### config.mk
export PLATFORM = sky130hd
export DESIGN_NAME = burner_first_order_lag_sim
export DESIGN_NICKNAME = d
export VERILOG_FILES = /design/src/design/bfl_pkg.sv /design/src/design/bfl_divider.sv /design/src/design/bfl_node_rom.sv /design/src/design/burner_first_order_lag_sim.sv
export SDC_FILE = /design/constraint.sdc
export NUM_CORES = 2
export LEC_CHECK = 0
export BUFFER_PORTS_ARGS = -buffer_cell sky130_fd_sc_hd__buf_2
export CAP_MARGIN = 20
export CORE_ASPECT_RATIO = 1.4
export CORE_MARGIN = 2
export CORE_UTILIZATION = 67
export CTS_BUF_LIST = sky130_fd_sc_hd__clkbuf_4
export CTS_CLUSTER_DIAMETER = 30
export DETAILED_ROUTE_END_ITERATION = 10
export PLACE_DENSITY_LB_ADDON = 0.2
export SLEW_MARGIN = 20
export SYNTH_ARGS = -nofsm -noshare
export SYNTH_HDL_FRONTEND = slang
export SYNTH_SLANG_ARGS = --single-unit
### constraint.sdc
create_clock -name clock -period 10.69 [get_ports clock]
set_input_delay 1.069 -clock clock [delete_from_list [all_inputs] [get_ports clock]]
set_output_delay 1.069 -clock clock [all_outputs]
set_load 0.1 [all_outputs]
### src/design/bfl_pkg.sv
// shared types, constants and the exp node table builder for the burner lag model
package bfl_pkg;

   localparam int TIME_W      = 32;
   localparam int TEMP_W      = 24;
   localparam int FLOW_W      = 16;
   localparam int POWER_W     = 16;
   localparam int TAU_W       = 16;
   localparam int CSR_INDEX_W = 2;
   localparam int CSR_DATA_W  = 24;

   localparam int TEMP_MAX = 8388607;
   localparam int TEMP_MIN = -8388608;

   // 10 * 256 : power/flow ratio scaled back to 1/256 degree
   localparam int HEAT_GAIN = 2560;
   // burner * HEAT_GAIN + flow/2 fits in this many bits
   localparam int RATIO_W   = 28;

   localparam int EXP_RANGE      = 16;
   localparam int EXP_RANGE_LOG2 = 4;
   // tau * EXP_RANGE
   localparam int SPAN_W         = TAU_W + EXP_RANGE_LOG2;

   localparam int TQ           = 30;
   localparam int NODE_W       = 32;
   localparam int TAYLOR_TERMS = 24;
   localparam int EXP_SEG_MAX  = 1024;
   localparam logic [63:0] TQ_ONE = 64'd1 << TQ;

   localparam int DEF_FRACTION_BITS = 16;
   localparam int DEF_EXP_SEGMENTS  = 64;

   localparam logic signed [TEMP_W-1:0] RST_INIT_INLET = 24'sd12800;
   localparam logic [FLOW_W-1:0]        RST_INIT_FLOW  = 16'd2560;
   localparam logic [POWER_W-1:0]       RST_INIT_BURNER = 16'd5120;
   localparam logic [TAU_W-1:0]         RST_TAU        = 16'd300;

   localparam int DIV_CNT_W = 6;

   typedef struct packed {
      logic                 start;
      logic [DIV_CNT_W-1:0] iters;
   } div_ctrl_type;

   typedef struct packed {
      logic busy;
      logic done;
   } div_stat_type;

   typedef logic [NODE_W-1:0] node_tbl_type [0:EXP_SEG_MAX];

   // shift and subtract quotient, only evaluated while building constants
   function automatic logic [63:0] shift_sub_div(input logic [63:0] num,
                                                 input logic [63:0] den);
      logic [63:0] quo;
      logic [64:0] rem;
      int          b;
      quo = '0;
      rem = '0;
      for (b = 63; b >= 0; b--) begin
         rem = {rem[63:0], num[b]};
         if (rem >= {1'b0, den}) begin
            rem    = rem - {1'b0, den};
            quo[b] = 1'b1;
         end
      end
      return quo;
   endfunction

   // exp(-16k/segs) nodes in Q2.30, built from a truncated taylor base
   function automatic node_tbl_type exp_node_table(input int segs, input logic [63:0] step);
      node_tbl_type tbl;
      logic [63:0]  term;
      logic [63:0]  base;
      logic [63:0]  acc;
      longint       sum;
      int           n;
      int           k;
      tbl  = '{default: '0};
      term = TQ_ONE;
      sum  = longint'(TQ_ONE);
      for (n = 1; n <= TAYLOR_TERMS; n++) begin
         term = shift_sub_div(term * step, 64'(n) << TQ);
         if (n[0]) begin
            sum = sum - longint'(term);
         end else begin
            sum = sum + longint'(term);
         end
      end
      base   = (sum > 0) ? 64'(sum) : 64'd0;
      tbl[0] = NODE_W'(TQ_ONE);
      for (k = 1; k <= EXP_SEG_MAX; k++) begin
         if (k <= segs) begin
            acc    = 64'(tbl[k-1]) * base + (TQ_ONE >> 1);
            tbl[k] = NODE_W'(acc >> TQ);
         end
      end
      return tbl;
   endfunction

endpackage

### src/design/bfl_divider.sv
// shared restoring divider, one quotient bit per cycle
module bfl_divider
   import bfl_pkg::*;
#(
   parameter int DIV_W = SPAN_W,
   parameter int QUO_W = RATIO_W
) (
   input  logic               clock,
   input  logic               reset,
   input  div_ctrl_type       ctrl,
   input  logic [DIV_W-1:0]   rem_init,
   input  logic [QUO_W-1:0]   num,
   input  logic [DIV_W-1:0]   divisor,
   output div_stat_type       stat,
   output logic [QUO_W-1:0]   quotient
);

   logic                 busy_ff, busy_in;
   logic                 done_ff, done_in;
   logic [DIV_CNT_W-1:0] cnt_ff, cnt_in;
   logic [DIV_W-1:0]     rem_ff, rem_in;
   logic [QUO_W-1:0]     sh_ff, sh_in;
   logic [DIV_W-1:0]     dvs_ff, dvs_in;
   logic [DIV_W:0]       trial;
   logic [DIV_W:0]       trial_diff;
   logic                 fits;

   // shift the next numerator bit into the partial remainder
   assign trial      = {rem_ff, sh_ff[QUO_W-1]};
   assign fits       = trial >= {1'b0, dvs_ff};
   assign trial_diff = trial - {1'b0, dvs_ff};

   always_comb begin
      busy_in = busy_ff;
      done_in = 1'b0;
      cnt_in  = cnt_ff;
      rem_in  = rem_ff;
      sh_in   = sh_ff;
      dvs_in  = dvs_ff;
      if (ctrl.start) begin
         busy_in = 1'b1;
         cnt_in  = ctrl.iters;
         rem_in  = rem_init;
         sh_in   = num;
         dvs_in  = divisor;
      end else if (busy_ff) begin
         cnt_in = cnt_ff - DIV_CNT_W'(1);
         rem_in = fits ? trial_diff[DIV_W-1:0] : trial[DIV_W-1:0];
         sh_in  = {sh_ff[QUO_W-2:0], fits};
         if (cnt_ff == DIV_CNT_W'(1)) begin
            busy_in = 1'b0;
            done_in = 1'b1;
         end
      end
   end

   always_ff @(posedge clock) begin
      if (reset) begin
         busy_ff <= 1'b0;
         done_ff <= 1'b0;
         cnt_ff  <= '0;
      end else begin
         busy_ff <= busy_in;
         done_ff <= done_in;
         cnt_ff  <= cnt_in;
      end
   end

   always_ff @(posedge clock) begin
      rem_ff <= rem_in;
      sh_ff  <= sh_in;
      dvs_ff <= dvs_in;
   end

   assign stat.busy = busy_ff;
   assign stat.done = done_ff;
   assign quotient  = sh_ff;

endmodule

### src/design/bfl_node_rom.sv
// exp node table with a registered read port
module bfl_node_rom
   import bfl_pkg::*;
#(
   parameter int EXP_SEGMENTS = DEF_EXP_SEGMENTS
) (
   input  logic                                 clock,
   input  logic [$clog2(EXP_SEGMENTS+1)-1:0]    rd_addr,
   output logic [NODE_W-1:0]                    rd_data
);

   localparam logic [63:0] EXP_STEP = (64'(EXP_RANGE) << TQ) / EXP_SEGMENTS;
   localparam node_tbl_type NODE_TBL = exp_node_table(EXP_SEGMENTS, EXP_STEP);

   logic [NODE_W-1:0] node_rom [EXP_SEGMENTS+1];
   logic [NODE_W-1:0] rd_data_ff;

   for (genvar k = 0; k <= EXP_SEGMENTS; k++) begin : g_node
      assign node_rom[k] = NODE_TBL[k];
   end

   always_ff @(posedge clock) begin
      rd_data_ff <= node_rom[rd_addr];
   end

   assign rd_data = rd_data_ff;

endmodule

### src/design/burner_first_order_lag_sim.sv
// burner first-order lag plant model, top level with step sequencer
//
// usage:
//   req_ channel: one request per simulation step carrying the time stamp in ms
//   and the inlet temperature, flow and burner power that hold from then on.
//   rsp_ channel: one outlet temperature and fault flag per request.
//   csr_ channel: writes the initial inlet/flow/burner values and tau_ms; always
//   ready, meant to be written while no request is in flight.
// timing:
//   one request at a time; req_ready is high only while the sequencer idles.
//   a step runs the ratio division (28 quotient bits) and the lag fraction
//   division (log2(EXP_SEGMENTS) + FRACTION_BITS bits, 22 by default) on one
//   shared bit-serial divider, plus the sequencing states. the first request
//   after reset only runs the ratio division. an interval of 16*tau or
//   more skips the second division.
// reset:
//   synchronous; the initial-value registers and tau go to their defaults and
//   the next request is treated as the first one.
// stall:
//   the result sits in an output register; a new request is taken while it
//   waits, and the step only holds in its last state if the result is still
//   not taken by then.
module burner_first_order_lag_sim
   import bfl_pkg::*;
#(
   parameter int FRACTION_BITS = DEF_FRACTION_BITS,
   parameter int EXP_SEGMENTS  = DEF_EXP_SEGMENTS
) (
   input  logic                      clock,
   input  logic                      reset,
   input  logic                      req_valid,
   output logic                      req_ready,
   input  logic [TIME_W-1:0]         req_time_ms,
   input  logic signed [TEMP_W-1:0]  req_inlet_temp,
   input  logic [FLOW_W-1:0]         req_flow_rate,
   input  logic [POWER_W-1:0]        req_burner_power,
   output logic                      rsp_valid,
   input  logic                      rsp_ready,
   output logic signed [TEMP_W-1:0]  rsp_outlet_temp,
   output logic                      rsp_fault,
   input  logic                      csr_valid,
   output logic                      csr_ready,
   input  logic [CSR_INDEX_W-1:0]    csr_index,
   input  logic [CSR_DATA_W-1:0]     csr_wdata
);

   localparam int F           = FRACTION_BITS;
   localparam int SEG_W       = $clog2(EXP_SEGMENTS + 1);
   localparam int SEGL_W      = $clog2(EXP_SEGMENTS);
   localparam int QW          = SEGL_W + F;
   localparam int QMAX        = (QW > RATIO_W) ? QW : RATIO_W;
   localparam int NF_W        = SPAN_W + SEG_W + F;
   localparam int FRAC_W      = F + 1;
   localparam int PROD_W      = TEMP_W + F + 3;
   localparam int STEP_W      = PROD_W + 1 - F;
   localparam int RES_W       = STEP_W + 1;
   localparam int SUM_W       = RATIO_W + 2;
   localparam int ROUND_SH    = TQ - F;
   localparam int DIFF_W      = TQ + 1;

   localparam logic [FRAC_W-1:0]        FRAC_ONE  = {1'b1, {F{1'b0}}};
   localparam logic [DIFF_W:0]          E_BIAS    = (DIFF_W + 1)'(1) << (ROUND_SH - 1);
   localparam logic signed [PROD_W:0]   STEP_BIAS = (PROD_W + 1)'(1) << (F - 1);
   localparam logic signed [SUM_W-1:0]  SUM_MAX   = SUM_W'(TEMP_MAX);
   localparam logic signed [SUM_W-1:0]  SUM_MIN   = SUM_W'(TEMP_MIN);
   localparam logic signed [RES_W-1:0]  RES_MAX   = RES_W'(TEMP_MAX);
   localparam logic signed [RES_W-1:0]  RES_MIN   = RES_W'(TEMP_MIN);

   typedef enum logic [CSR_INDEX_W-1:0] {
      CSR_INIT_INLET  = 2'd0,
      CSR_INIT_FLOW   = 2'd1,
      CSR_INIT_BURNER = 2'd2,
      CSR_TAU         = 2'd3
   } csr_index_type;

   typedef enum logic [11:0] {
      S_IDLE       = 12'b0000_0000_0001,
      S_RATIO_LOAD = 12'b0000_0000_0010,
      S_RATIO_WAIT = 12'b0000_0000_0100,
      S_STEADY     = 12'b0000_0000_1000,
      S_FRAC_LOAD  = 12'b0000_0001_0000,
      S_FRAC_WAIT  = 12'b0000_0010_0000,
      S_NODE_HI    = 12'b0000_0100_0000,
      S_NODE_LO    = 12'b0000_1000_0000,
      S_INTERP     = 12'b0001_0000_0000,
      S_ROUND      = 12'b0010_0000_0000,
      S_STEP_MUL   = 12'b0100_0000_0000,
      S_FINISH     = 12'b1000_0000_0000
   } state_type;

   // control and configuration
   state_type                 state_ff, state_in;
   logic                      first_ff, first_in;
   logic                      rsp_valid_ff, rsp_valid_in;
   logic signed [TEMP_W-1:0]  cfg_inlet_ff, cfg_inlet_in;
   logic [FLOW_W-1:0]         cfg_flow_ff, cfg_flow_in;
   logic [POWER_W-1:0]        cfg_burner_ff, cfg_burner_in;
   logic [TAU_W-1:0]          cfg_tau_ff, cfg_tau_in;

   // plant state
   logic [TIME_W-1:0]         prev_time_ff, prev_time_in;
   logic signed [TEMP_W-1:0]  prev_inlet_ff, prev_inlet_in;
   logic [FLOW_W-1:0]         prev_flow_ff, prev_flow_in;
   logic [POWER_W-1:0]        prev_burner_ff, prev_burner_in;
   logic signed [TEMP_W-1:0]  prev_outlet_ff, prev_outlet_in;

   // held request and step datapath
   logic [TIME_W-1:0]         hold_time_ff, hold_time_in;
   logic signed [TEMP_W-1:0]  hold_inlet_ff, hold_inlet_in;
   logic [FLOW_W-1:0]         hold_flow_ff, hold_flow_in;
   logic [POWER_W-1:0]        hold_burner_ff, hold_burner_in;
   logic [RATIO_W-1:0]        ratio_ff, ratio_in;
   logic signed [TEMP_W-1:0]  steady_ff, steady_in;
   logic                      fault_ff, fault_in;
   logic [SPAN_W-1:0]         dt_ff, dt_in;
   logic [QW-1:0]             u_ff, u_in;
   logic [NODE_W-1:0]         hi_ff, hi_in;
   logic [DIFF_W-1:0]         mul_ff, mul_in;
   logic [FRAC_W-1:0]         frac_ff, frac_in;
   logic signed [PROD_W-1:0]  prod_ff, prod_in;
   logic signed [TEMP_W-1:0]  rsp_outlet_ff, rsp_outlet_in;
   logic                      rsp_fault_ff, rsp_fault_in;

   // combinational helpers
   logic                      req_fire;
   logic                      out_free;
   logic [RATIO_W-1:0]        ratio_num;
   logic [TAU_W-1:0]          tau_eff;
   logic [SPAN_W-1:0]         span;
   logic [TIME_W-1:0]         dt_full;
   logic                      dt_long;
   logic [NF_W-1:0]           frac_num;
   logic [SPAN_W-1:0]         frac_rem0;
   logic [SEGL_W-1:0]         idx;
   logic [SEGL_W-1:0]         quo_idx;
   logic [SEG_W-1:0]          rom_addr;
   logic [NODE_W-1:0]         rom_q;
   logic signed [SUM_W-1:0]   steady_sum;
   logic signed [TEMP_W-1:0]  steady_val;
   logic                      steady_fault;
   logic [DIFF_W-1:0]         node_diff;
   logic [DIFF_W+F-1:0]       mul_full;
   logic [DIFF_W-1:0]         e_val;
   logic [DIFF_W:0]           e_rnd;
   logic [FRAC_W-1:0]         e_frac;
   logic [FRAC_W-1:0]         frac_val;
   logic signed [TEMP_W:0]    delta;
   logic signed [PROD_W-1:0]  prod_val;
   logic signed [PROD_W:0]    step_rnd;
   logic signed [PROD_W:0]    step_shift;
   logic [STEP_W-1:0]         step;
   logic signed [RES_W-1:0]   res_sum;
   logic signed [TEMP_W-1:0]  res_val;

   // shared divider hookup
   div_ctrl_type              div_ctrl;
   div_stat_type              div_stat;
   logic [SPAN_W-1:0]         div_rem_init;
   logic [QMAX-1:0]           div_num;
   logic [SPAN_W-1:0]         div_divisor;
   logic [QMAX-1:0]           div_quo;

   assign req_ready = (state_ff == S_IDLE);
   assign req_fire  = req_valid && req_ready;
   assign csr_ready = 1'b1;
   assign out_free  = !rsp_valid_ff || rsp_ready;

   // steady state: inlet + round(2560 * burner / flow)
   assign ratio_num = RATIO_W'(prev_burner_ff) * RATIO_W'(HEAT_GAIN)
                      + RATIO_W'(prev_flow_ff >> 1);
   assign steady_sum = $signed({{(SUM_W - TEMP_W){prev_inlet_ff[TEMP_W-1]}}, prev_inlet_ff})
                       + $signed({2'b00, ratio_ff});

   always_comb begin
      steady_val   = steady_sum[TEMP_W-1:0];
      steady_fault = 1'b0;
      if (prev_flow_ff == '0) begin
         steady_val   = TEMP_W'(TEMP_MAX);
         steady_fault = 1'b1;
      end else if (steady_sum > SUM_MAX) begin
         steady_val   = TEMP_W'(TEMP_MAX);
         steady_fault = 1'b1;
      end else if (steady_sum < SUM_MIN) begin
         steady_val   = TEMP_W'(TEMP_MIN);
         steady_fault = 1'b1;
      end
   end

   // lag position u = dt * segments * 2^F / (16 * tau)
   assign tau_eff   = (cfg_tau_ff == '0) ? TAU_W'(1) : cfg_tau_ff;
   assign span      = SPAN_W'(tau_eff) << EXP_RANGE_LOG2;
   assign dt_full   = hold_time_ff - prev_time_ff;
   assign dt_long   = dt_full >= TIME_W'(span);
   assign frac_num  = (NF_W'(dt_ff) * NF_W'(EXP_SEGMENTS)) << F;
   // top part is below span since dt < span, so only QW quotient bits remain
   assign frac_rem0 = SPAN_W'(frac_num >> QW);

   assign idx     = u_ff[QW-1:F];
   assign quo_idx = div_quo[QW-1:F];

   // node hi is fetched first, node lo on the following cycle
   assign rom_addr = (state_ff == S_NODE_HI) ? SEG_W'(idx) : SEG_W'(idx) + SEG_W'(1);

   // linear interpolation between nodes, then round to F bits
   assign node_diff = hi_ff[DIFF_W-1:0] - rom_q[DIFF_W-1:0];
   assign mul_full  = (DIFF_W + F)'(node_diff) * (DIFF_W + F)'(u_ff[F-1:0]);
   assign e_val     = hi_ff[DIFF_W-1:0] - mul_ff;
   assign e_rnd     = ({1'b0, e_val} + E_BIAS) >> ROUND_SH;
   assign e_frac    = (e_rnd > (DIFF_W + 1)'(FRAC_ONE)) ? FRAC_ONE : e_rnd[FRAC_W-1:0];
   assign frac_val  = FRAC_ONE - e_frac;

   // outlet step = round half up of delta * frac / 2^F
   assign delta      = $signed({steady_ff[TEMP_W-1], steady_ff})
                       - $signed({prev_outlet_ff[TEMP_W-1], prev_outlet_ff});
   assign prod_val   = $signed({{(PROD_W - TEMP_W - 1){delta[TEMP_W]}}, delta})
                       * $signed(PROD_W'(frac_ff));
   assign step_rnd   = $signed({prod_ff[PROD_W-1], prod_ff}) + STEP_BIAS;
   assign step_shift = step_rnd >>> F;
   assign step       = step_shift[STEP_W-1:0];
   assign res_sum    = $signed({{(RES_W - TEMP_W){prev_outlet_ff[TEMP_W-1]}}, prev_outlet_ff})
                       + $signed({step[STEP_W-1], step});

   always_comb begin
      if (res_sum > RES_MAX) begin
         res_val = TEMP_W'(TEMP_MAX);
      end else if (res_sum < RES_MIN) begin
         res_val = TEMP_W'(TEMP_MIN);
      end else begin
         res_val = res_sum[TEMP_W-1:0];
      end
   end

   // divider operands: ratio division or lag fraction division
   always_comb begin
      div_ctrl.start = 1'b0;
      div_ctrl.iters = DIV_CNT_W'(RATIO_W);
      div_rem_init   = '0;
      div_num        = QMAX'(ratio_num) << (QMAX - RATIO_W);
      div_divisor    = SPAN_W'(prev_flow_ff);
      if (state_ff == S_RATIO_LOAD) begin
         div_ctrl.start = (prev_flow_ff != '0);
      end else if (state_ff == S_FRAC_LOAD) begin
         div_ctrl.start = 1'b1;
         div_ctrl.iters = DIV_CNT_W'(QW);
         div_rem_init   = frac_rem0;
         div_num        = QMAX'(frac_num[QW-1:0]) << (QMAX - QW);
         div_divisor    = span;
      end
   end

   // sequencer
   always_comb begin
      state_in       = state_ff;
      first_in       = first_ff;
      rsp_valid_in   = rsp_valid_ff && !rsp_ready;
      cfg_inlet_in   = cfg_inlet_ff;
      cfg_flow_in    = cfg_flow_ff;
      cfg_burner_in  = cfg_burner_ff;
      cfg_tau_in     = cfg_tau_ff;
      prev_time_in   = prev_time_ff;
      prev_inlet_in  = prev_inlet_ff;
      prev_flow_in   = prev_flow_ff;
      prev_burner_in = prev_burner_ff;
      prev_outlet_in = prev_outlet_ff;
      hold_time_in   = hold_time_ff;
      hold_inlet_in  = hold_inlet_ff;
      hold_flow_in   = hold_flow_ff;
      hold_burner_in = hold_burner_ff;
      ratio_in       = ratio_ff;
      steady_in      = steady_ff;
      fault_in       = fault_ff;
      dt_in          = dt_ff;
      u_in           = u_ff;
      hi_in          = hi_ff;
      mul_in         = mul_ff;
      frac_in        = frac_ff;
      prod_in        = prod_ff;
      rsp_outlet_in  = rsp_outlet_ff;
      rsp_fault_in   = rsp_fault_ff;

      // register writes
      if (csr_valid) begin
         case (csr_index_type'(csr_index))
            CSR_INIT_INLET:  cfg_inlet_in  = csr_wdata[TEMP_W-1:0];
            CSR_INIT_FLOW:   cfg_flow_in   = csr_wdata[FLOW_W-1:0];
            CSR_INIT_BURNER: cfg_burner_in = csr_wdata[POWER_W-1:0];
            CSR_TAU:         cfg_tau_in    = csr_wdata[TAU_W-1:0];
            default: begin
            end
         endcase
      end

      case (state_ff)
         S_IDLE: begin
            if (req_fire) begin
               hold_time_in   = req_time_ms;
               hold_inlet_in  = req_inlet_temp;
               hold_flow_in   = req_flow_rate;
               hold_burner_in = req_burner_power;
               // first request works from the initial-value registers
               if (first_ff) begin
                  prev_inlet_in  = cfg_inlet_ff;
                  prev_flow_in   = cfg_flow_ff;
                  prev_burner_in = cfg_burner_ff;
               end
               state_in = S_RATIO_LOAD;
            end
         end
         S_RATIO_LOAD: begin
            // zero flow has no ratio to divide out
            state_in = (prev_flow_ff == '0) ? S_STEADY : S_RATIO_WAIT;
         end
         S_RATIO_WAIT: begin
            if (div_stat.done) begin
               ratio_in = div_quo[RATIO_W-1:0];
               state_in = S_STEADY;
            end
         end
         S_STEADY: begin
            steady_in = steady_val;
            fault_in  = steady_fault;
            if (first_ff) begin
               state_in = S_FINISH;
            end else if (dt_long) begin
               // lag fully settled
               frac_in  = FRAC_ONE;
               state_in = S_STEP_MUL;
            end else begin
               dt_in    = dt_full[SPAN_W-1:0];
               state_in = S_FRAC_LOAD;
            end
         end
         S_FRAC_LOAD: begin
            state_in = S_FRAC_WAIT;
         end
         S_FRAC_WAIT: begin
            if (div_stat.done) begin
               u_in = div_quo[QW-1:0];
               if (SEG_W'(quo_idx) >= SEG_W'(EXP_SEGMENTS)) begin
                  frac_in  = FRAC_ONE;
                  state_in = S_STEP_MUL;
               end else begin
                  state_in = S_NODE_HI;
               end
            end
         end
         S_NODE_HI: begin
            state_in = S_NODE_LO;
         end
         S_NODE_LO: begin
            hi_in    = rom_q;
            state_in = S_INTERP;
         end
         S_INTERP: begin
            mul_in   = mul_full[DIFF_W+F-1:F];
            state_in = S_ROUND;
         end
         S_ROUND: begin
            frac_in  = frac_val;
            state_in = S_STEP_MUL;
         end
         S_STEP_MUL: begin
            prod_in  = prod_val;
            state_in = S_FINISH;
         end
         S_FINISH: begin
            if (out_free) begin
               rsp_valid_in = 1'b1;
               rsp_fault_in = fault_ff;
               prev_time_in = hold_time_ff;
               if (first_ff) begin
                  rsp_outlet_in  = steady_ff;
                  prev_outlet_in = steady_ff;
               end else begin
                  rsp_outlet_in  = res_val;
                  prev_outlet_in = res_val;
                  prev_inlet_in  = hold_inlet_ff;
                  prev_flow_in   = hold_flow_ff;
                  prev_burner_in = hold_burner_ff;
               end
               first_in = 1'b0;
               state_in = S_IDLE;
            end
         end
         default: begin
            state_in = S_IDLE;
         end
      endcase
   end

   always_ff @(posedge clock) begin
      if (reset) begin
         state_ff       <= S_IDLE;
         first_ff       <= 1'b1;
         rsp_valid_ff   <= 1'b0;
         cfg_inlet_ff   <= RST_INIT_INLET;
         cfg_flow_ff    <= RST_INIT_FLOW;
         cfg_burner_ff  <= RST_INIT_BURNER;
         cfg_tau_ff     <= RST_TAU;
         prev_time_ff   <= '0;
         prev_inlet_ff  <= '0;
         prev_flow_ff   <= '0;
         prev_burner_ff <= '0;
         prev_outlet_ff <= '0;
      end else begin
         state_ff       <= state_in;
         first_ff       <= first_in;
         rsp_valid_ff   <= rsp_valid_in;
         cfg_inlet_ff   <= cfg_inlet_in;
         cfg_flow_ff    <= cfg_flow_in;
         cfg_burner_ff  <= cfg_burner_in;
         cfg_tau_ff     <= cfg_tau_in;
         prev_time_ff   <= prev_time_in;
         prev_inlet_ff  <= prev_inlet_in;
         prev_flow_ff   <= prev_flow_in;
         prev_burner_ff <= prev_burner_in;
         prev_outlet_ff <= prev_outlet_in;
      end
   end

   always_ff @(posedge clock) begin
      hold_time_ff   <= hold_time_in;
      hold_inlet_ff  <= hold_inlet_in;
      hold_flow_ff   <= hold_flow_in;
      hold_burner_ff <= hold_burner_in;
      ratio_ff       <= ratio_in;
      steady_ff      <= steady_in;
      fault_ff       <= fault_in;
      dt_ff          <= dt_in;
      u_ff           <= u_in;
      hi_ff          <= hi_in;
      mul_ff         <= mul_in;
      frac_ff        <= frac_in;
      prod_ff        <= prod_in;
      rsp_outlet_ff  <= rsp_outlet_in;
      rsp_fault_ff   <= rsp_fault_in;
   end

   assign rsp_valid       = rsp_valid_ff;
   assign rsp_outlet_temp = rsp_outlet_ff;
   assign rsp_fault       = rsp_fault_ff;

   bfl_divider #(
      .DIV_W (SPAN_W),
      .QUO_W (QMAX)
   ) u_divider (
      .clock    (clock),
      .reset    (reset),
      .ctrl     (div_ctrl),
      .rem_init (div_rem_init),
      .num      (div_num),
      .divisor  (div_divisor),
      .stat     (div_stat),
      .quotient (div_quo)
   );

   bfl_node_rom #(
      .EXP_SEGMENTS (EXP_SEGMENTS)
   ) u_node_rom (
      .clock   (clock),
      .rd_addr (rom_addr),
      .rd_data (rom_q)
   );

   // an accepted request always starts with the ratio stage
   assert property (@(posedge clock) disable iff (reset)
      req_valid && req_ready |=> state_ff == S_RATIO_LOAD)
      else $error("request accepted but sequencer did not start");

   // the divider only runs while the sequencer waits on it
   assert property (@(posedge clock) disable iff (reset)
      div_stat.busy || div_stat.done |-> state_ff == S_RATIO_WAIT || state_ff == S_FRAC_WAIT)
      else $error("divider active outside a wait state");

   // node lookup stays inside the table
   assert property (@(posedge clock) disable iff (reset)
      state_ff == S_NODE_HI |-> SEG_W'(idx) < SEG_W'(EXP_SEGMENTS))
      else $error("exp node index out of range");

   // lag fraction never exceeds one
   assert property (@(posedge clock) disable iff (reset)
      state_ff == S_STEP_MUL |-> frac_ff <= FRAC_ONE)
      else $error("lag fraction above one");

   // the first-step flag clears only when its result is posted
   assert property (@(posedge clock) disable iff (reset)
      $fell(first_ff) |-> $past(state_ff == S_FINISH) && rsp_valid)
      else $error("first-step flag cleared without a response");

endmodule
==> results_tabular.tex <==
\begin{tabular}{lr}
\hline
Metric & Value \\
\hline
\multicolumn{2}{l}{\textbf{Synthesis}} \\
Synthesized area per cell & 9.17 sq um \\
Largest area contributor in the netlist & sky130\_fd\_sc\_hd\_\_fa\_1 \\
Most used standard cells in the synthesized netlist & sky130\_fd\_sc\_hd\_\_inv\_1, sky130\_fd\_sc\_hd\_\_nand2\_1, sky130\_fd\_sc\_hd\_\_fa\_1 \\
Sequential-to-total area share from yosys stat & 0.247 \\
Post-synthesis instance area & 0.0658 sq mm \\
Synthesized instance count & 7170 \\
Number of flops mapped to enable cells by yosys & about 380 \\
Post-synthesis cell type count & between 100 and 150 \\
Area share of the leading cell type in the synthesized netlist & 0.251 \\
Dominant register cell in the synthesized netlist & sky130\_fd\_sc\_hd\_\_edfxtp\_1 \\
Leading cell types by total area after synthesis & sky130\_fd\_sc\_hd\_\_fa\_1, sky130\_fd\_sc\_hd\_\_edfxtp\_1, sky130\_fd\_sc\_hd\_\_ha\_1 \\
Synthesized netlist net count & between 8k and 9k \\
Synth Register Bits & 620 \\
Synth warnings & 0 \\
Most common cell in the netlist & sky130\_fd\_sc\_hd\_\_inv\_1 \\
Asr flop ratio synth & 0 \\
\multicolumn{2}{l}{\textbf{STA}} \\
Clock period minus worst slack & 10.05 ns \\
Worst Max-Slew Pin Slew & 1.16 ns \\
Hold Fails Final Rpt & 0 \\
Highest Clock Rate & 99.5 MHz \\
Unrepaired setup endpoints after global routing & true \\
Worst setup margin & 0.641 ns \\
Number of pins exceeding their max-slew limit in the final report & 0 \\
Slew Limit Headroom & 0.225 \\
Setup violators final & 0 \\
Crit share post-route & 0.940 \\
Post-Route Hold Slack & 0.125 ns \\
Clock tree skew after final layout & approximately 0.099 ns \\
\multicolumn{2}{l}{\textbf{Route}} \\
Count of nets left with antenna violations after detail routing & 0 \\
Count of vias placed by the detailed router & 52.8k \\
Count of unresolved DRC violations after routing & 2 \\
Total wire length & $\sim$180000 microns \\
1st-iter DRT viols & roughly 4.5k \\
Drt first pass iters & 11 \\
Per-cell routed wire length & 21.0 microns \\
Routed vias/inst & around 6.0 \\
\multicolumn{2}{l}{\textbf{Global routing}} \\
Total routing resource utilization after global routing & 0.379 \\
Global route total overflow & 0 \\
Initial antenna violation count & 11 \\
Vias in the first global route & between 50k and 60k \\
Wire length of the first global-routing pass & between 200000 and 300000 microns \\
Largest net degree at the start of global routing & 98 \\
\multicolumn{2}{l}{\textbf{Clocking}} \\
Buffer cell driving the clock tree root & sky130\_fd\_sc\_hd\_\_clkbuf\_4 \\
Clock buffers created by TritonCTS & 159 \\
Clock tree from TritonCTS & yes \\
CTS H-tree lvls & 4 \\
\# clock sinks & slightly above 600 \\
Skew-Pair Late Insertion Delay & $\sim$1.1 ns \\
Post-CTS setup-driven buffer insertion count & 0 \\
Largest buffer count on any clock path & 3 \\
Clock-pin slew on the worst setup and hold paths & approximately 0.070 ns \\
\multicolumn{2}{l}{\textbf{Final layout}} \\
Final layout net count & 8729 \\
Relative area change from synthesis to final layout & 7.08\% \\
Fraction of final layout cells with drive strength greater than 1 & 0.0844 \\
Share of the core filled with cells in the final layout & 0.721 \\
\multicolumn{2}{l}{\textbf{Power and ir drop}} \\
Areal power density over the cells & between 80 and 90 mW/mm\^{}2 \\
Final total power & roughly 6000 uW \\
Leak Pwr & 0.0322 uW \\
Worst ir drop on vdd & a little under 0.2 mV \\
\multicolumn{2}{l}{\textbf{Placed design}} \\
HPWL reported at the end of detailed placement & approximately 140000 microns \\
IO Port Bufs & between 100 and 150 \\
Routability congestion estimate from global placement & a little under 1 \\
Post-Place Setup Slack & 0.500 ns \\
\multicolumn{2}{l}{\textbf{Hold path}} \\
Hold path startpoint & req\_flow\_rate[8] \\
Hold depth & 1 \\
Type of the most critical hold path & primary input to register \\
Worst Hold Endpoint & hold\_flow\_ff[8]\$\_DFFE\_PP\_ \\
\multicolumn{2}{l}{\textbf{Setup path}} \\
Terminus of the critical flop-to-flop path & mul\_ff[29]\$\_DFFE\_PP\_ \\
Highest net fanout along the worst path & 5 \\
Worst Path Arrival & 10.86 ns \\
Critical path launch point type & register \\
Register-to-register setup slack & roughly 0.64 ns \\
CP peak stage delay & around 0.56 ns \\
Required time at the endpoint of the critical path & between 10 and 15 ns \\
Top cell by count, worst path & sky130\_fd\_sc\_hd\_\_fa\_1 \\
Critical Path Slowest Stage Cell & sky130\_fd\_sc\_hd\_\_fa\_1 \\
Worst flop-to-flop path startpoint & hi\_ff[1]\$\_DFFE\_PP\_ \\
Element type at the critical path end & register \\
Number of cells on the worst reg-to-reg path & 38 \\
Critical path type & register to register \\
\multicolumn{2}{l}{\textbf{Outcome}} \\
Violations in the final reports & design-rule violations \\
Run status & finished with violations \\
\multicolumn{2}{l}{\textbf{Job}} \\
Max-Cap Viols & 0 \\
\multicolumn{2}{l}{\textbf{Floorplanning}} \\
Die width & 269 microns \\
Die Area & between 0.1 and 0.15 sq mm \\
Starting Density & 0.673 \\
Die H & around 370 microns \\
Area of the core region & 0.0977 sq mm \\
Io pins & 147 \\
Placement row count & 136 \\
\hline
\end{tabular}
## final cells by class
cell class | instances | area, sq um
Fill cell | 7561 | 27200
Timing Repair Buffer | 273 | 1720
Clock inverter | 55 | 453
Antenna cell | 12 | 30.0
Multi-Input combinational cell | 5056 | 44000
Inverter | 1199 | 4500
Tap cell | 1311 | 1640
Sequential cell | 620 | 16200
Clock buffer | 238 | 1790
## cells in the final DEF (no fill, tap or decap), types with 123 or more instances in the layout
master / netlist / routed
sky130_fd_sc_hd__buf_4: 2 / 123
sky130_fd_sc_hd__dfxtp_1: 237 / 237
sky130_fd_sc_hd__nor2_1: 337 / 334
sky130_fd_sc_hd__ha_1: 476 / 476
sky130_fd_sc_hd__and2_1: 337 / 334
sky130_fd_sc_hd__nand2_1: 1021 / 1021
sky130_fd_sc_hd__a21oi_1: 354 / 353
sky130_fd_sc_hd__inv_1: 1197 / 1196
sky130_fd_sc_hd__buf_2: 6 / 144
sky130_fd_sc_hd__xnor2_1: 185 / 176
sky130_fd_sc_hd__o21ai_0: 209 / 209
sky130_fd_sc_hd__edfxtp_1: 383 / 383
sky130_fd_sc_hd__fa_1: 825 / 824
sky130_fd_sc_hd__clkbuf_4: 0 / 238
## metal layers
metal	up-vias	routed length [microns]	GRT usage
li1	23682	-	-
met1	25869	65000	0.422
met2	2327	89500	0.627
met3	868	14300	0.0924
met4	4	15600	0.282
met5	-	66	0.00393
## repair_timing
action                                 4_1_cts  5_1_grt
endpoints found under the hold margin        4        0
setup endpoints to repair                    0        7
gates resized for setup                      0        5
hold buffers                                 4        0
## cells by family after synthesis
group,after synthesis,share of synthesized area
xor gates and xnor gates,272,0.0362
DFF,620,0.247
adders and majority gates,1301,0.342
buffers and inverters,1494,0.0856
muxes,90,0.0140
other,1,0.0000570
AOI/OAI and AO/OA,1146,0.114
and+or+nand+nor,2246,0.161
## report_power, final
group | internal, uW | total (uW) | switching, uW | leakage (uW)
combinational | 373 | 954 | 581 | 0.0254
sequential | 2680 | 2760 | 81.8 | 0.00543
clock | 1170 | 2220 | 1050 | 0.00132
total | 4220 | 5930 | 1710 | 0.0322
## flip-flops by register name, indices dropped and copies added, names as in the netlist, 28 cells and up
name and flops:
hold_time_ff 32, prev_time_ff 32, hi_ff 31, mul_ff 31
prod_ff 28, ratio_ff 28, u_divider.quotient 28, u_node_rom.rd_data 31
## worst max path at each step
stage / endpoint / slack [ns] / startpoint
after global placement: mul_ff[30]$_DFFE_PP_ / 0.79 / hi_ff[0]$_DFFE_PP_
after detailed placement: prod_ff[42]$_DFFE_PP_ / 0.50 / steady_ff[0]$_SDFFCE_PP1N_
after global routing: mul_ff[29]$_DFFE_PP_ / -0.01 / hi_ff[1]$_DFFE_PP_
after CTS: prod_ff[42]$_DFFE_PP_ / 0.41 / steady_ff[0]$_SDFFCE_PP1N_
after floorplan: mul_ff[29]$_DFFE_PP_ / 1.46 / hi_ff[0]$_DFFE_PP_
final: mul_ff[29]$_DFFE_PP_ / 0.64 / hi_ff[1]$_DFFE_PP_
## worst max-delay path, delay by kind of cell (launching register included)
family | cells | cell delay [ns]
flops | 1 | 0.44
xor+xnor | 1 | 0.20
buf+inv | 4 | 0.20
compound gates | 17 | 3.80
fa+ha+maj | 8 | 3.69
simple gates | 8 | 1.42
## stage by stage
step | instances | TNS, ns | instance area (sq um)
5_1_grt | 8760 | -0.0145 | 70400
2_1_floorplan | 7170 | 0 | 65800
3_3_place_gp | 8453 | 0 | 68100
4_1_cts | 8750 | 0 | 70300
6_report | 8764 | 0 | 70400
3_5_place_dp | 8453 | 0 | 68100
Note: power is estimated with default switching activity, not from simulation.
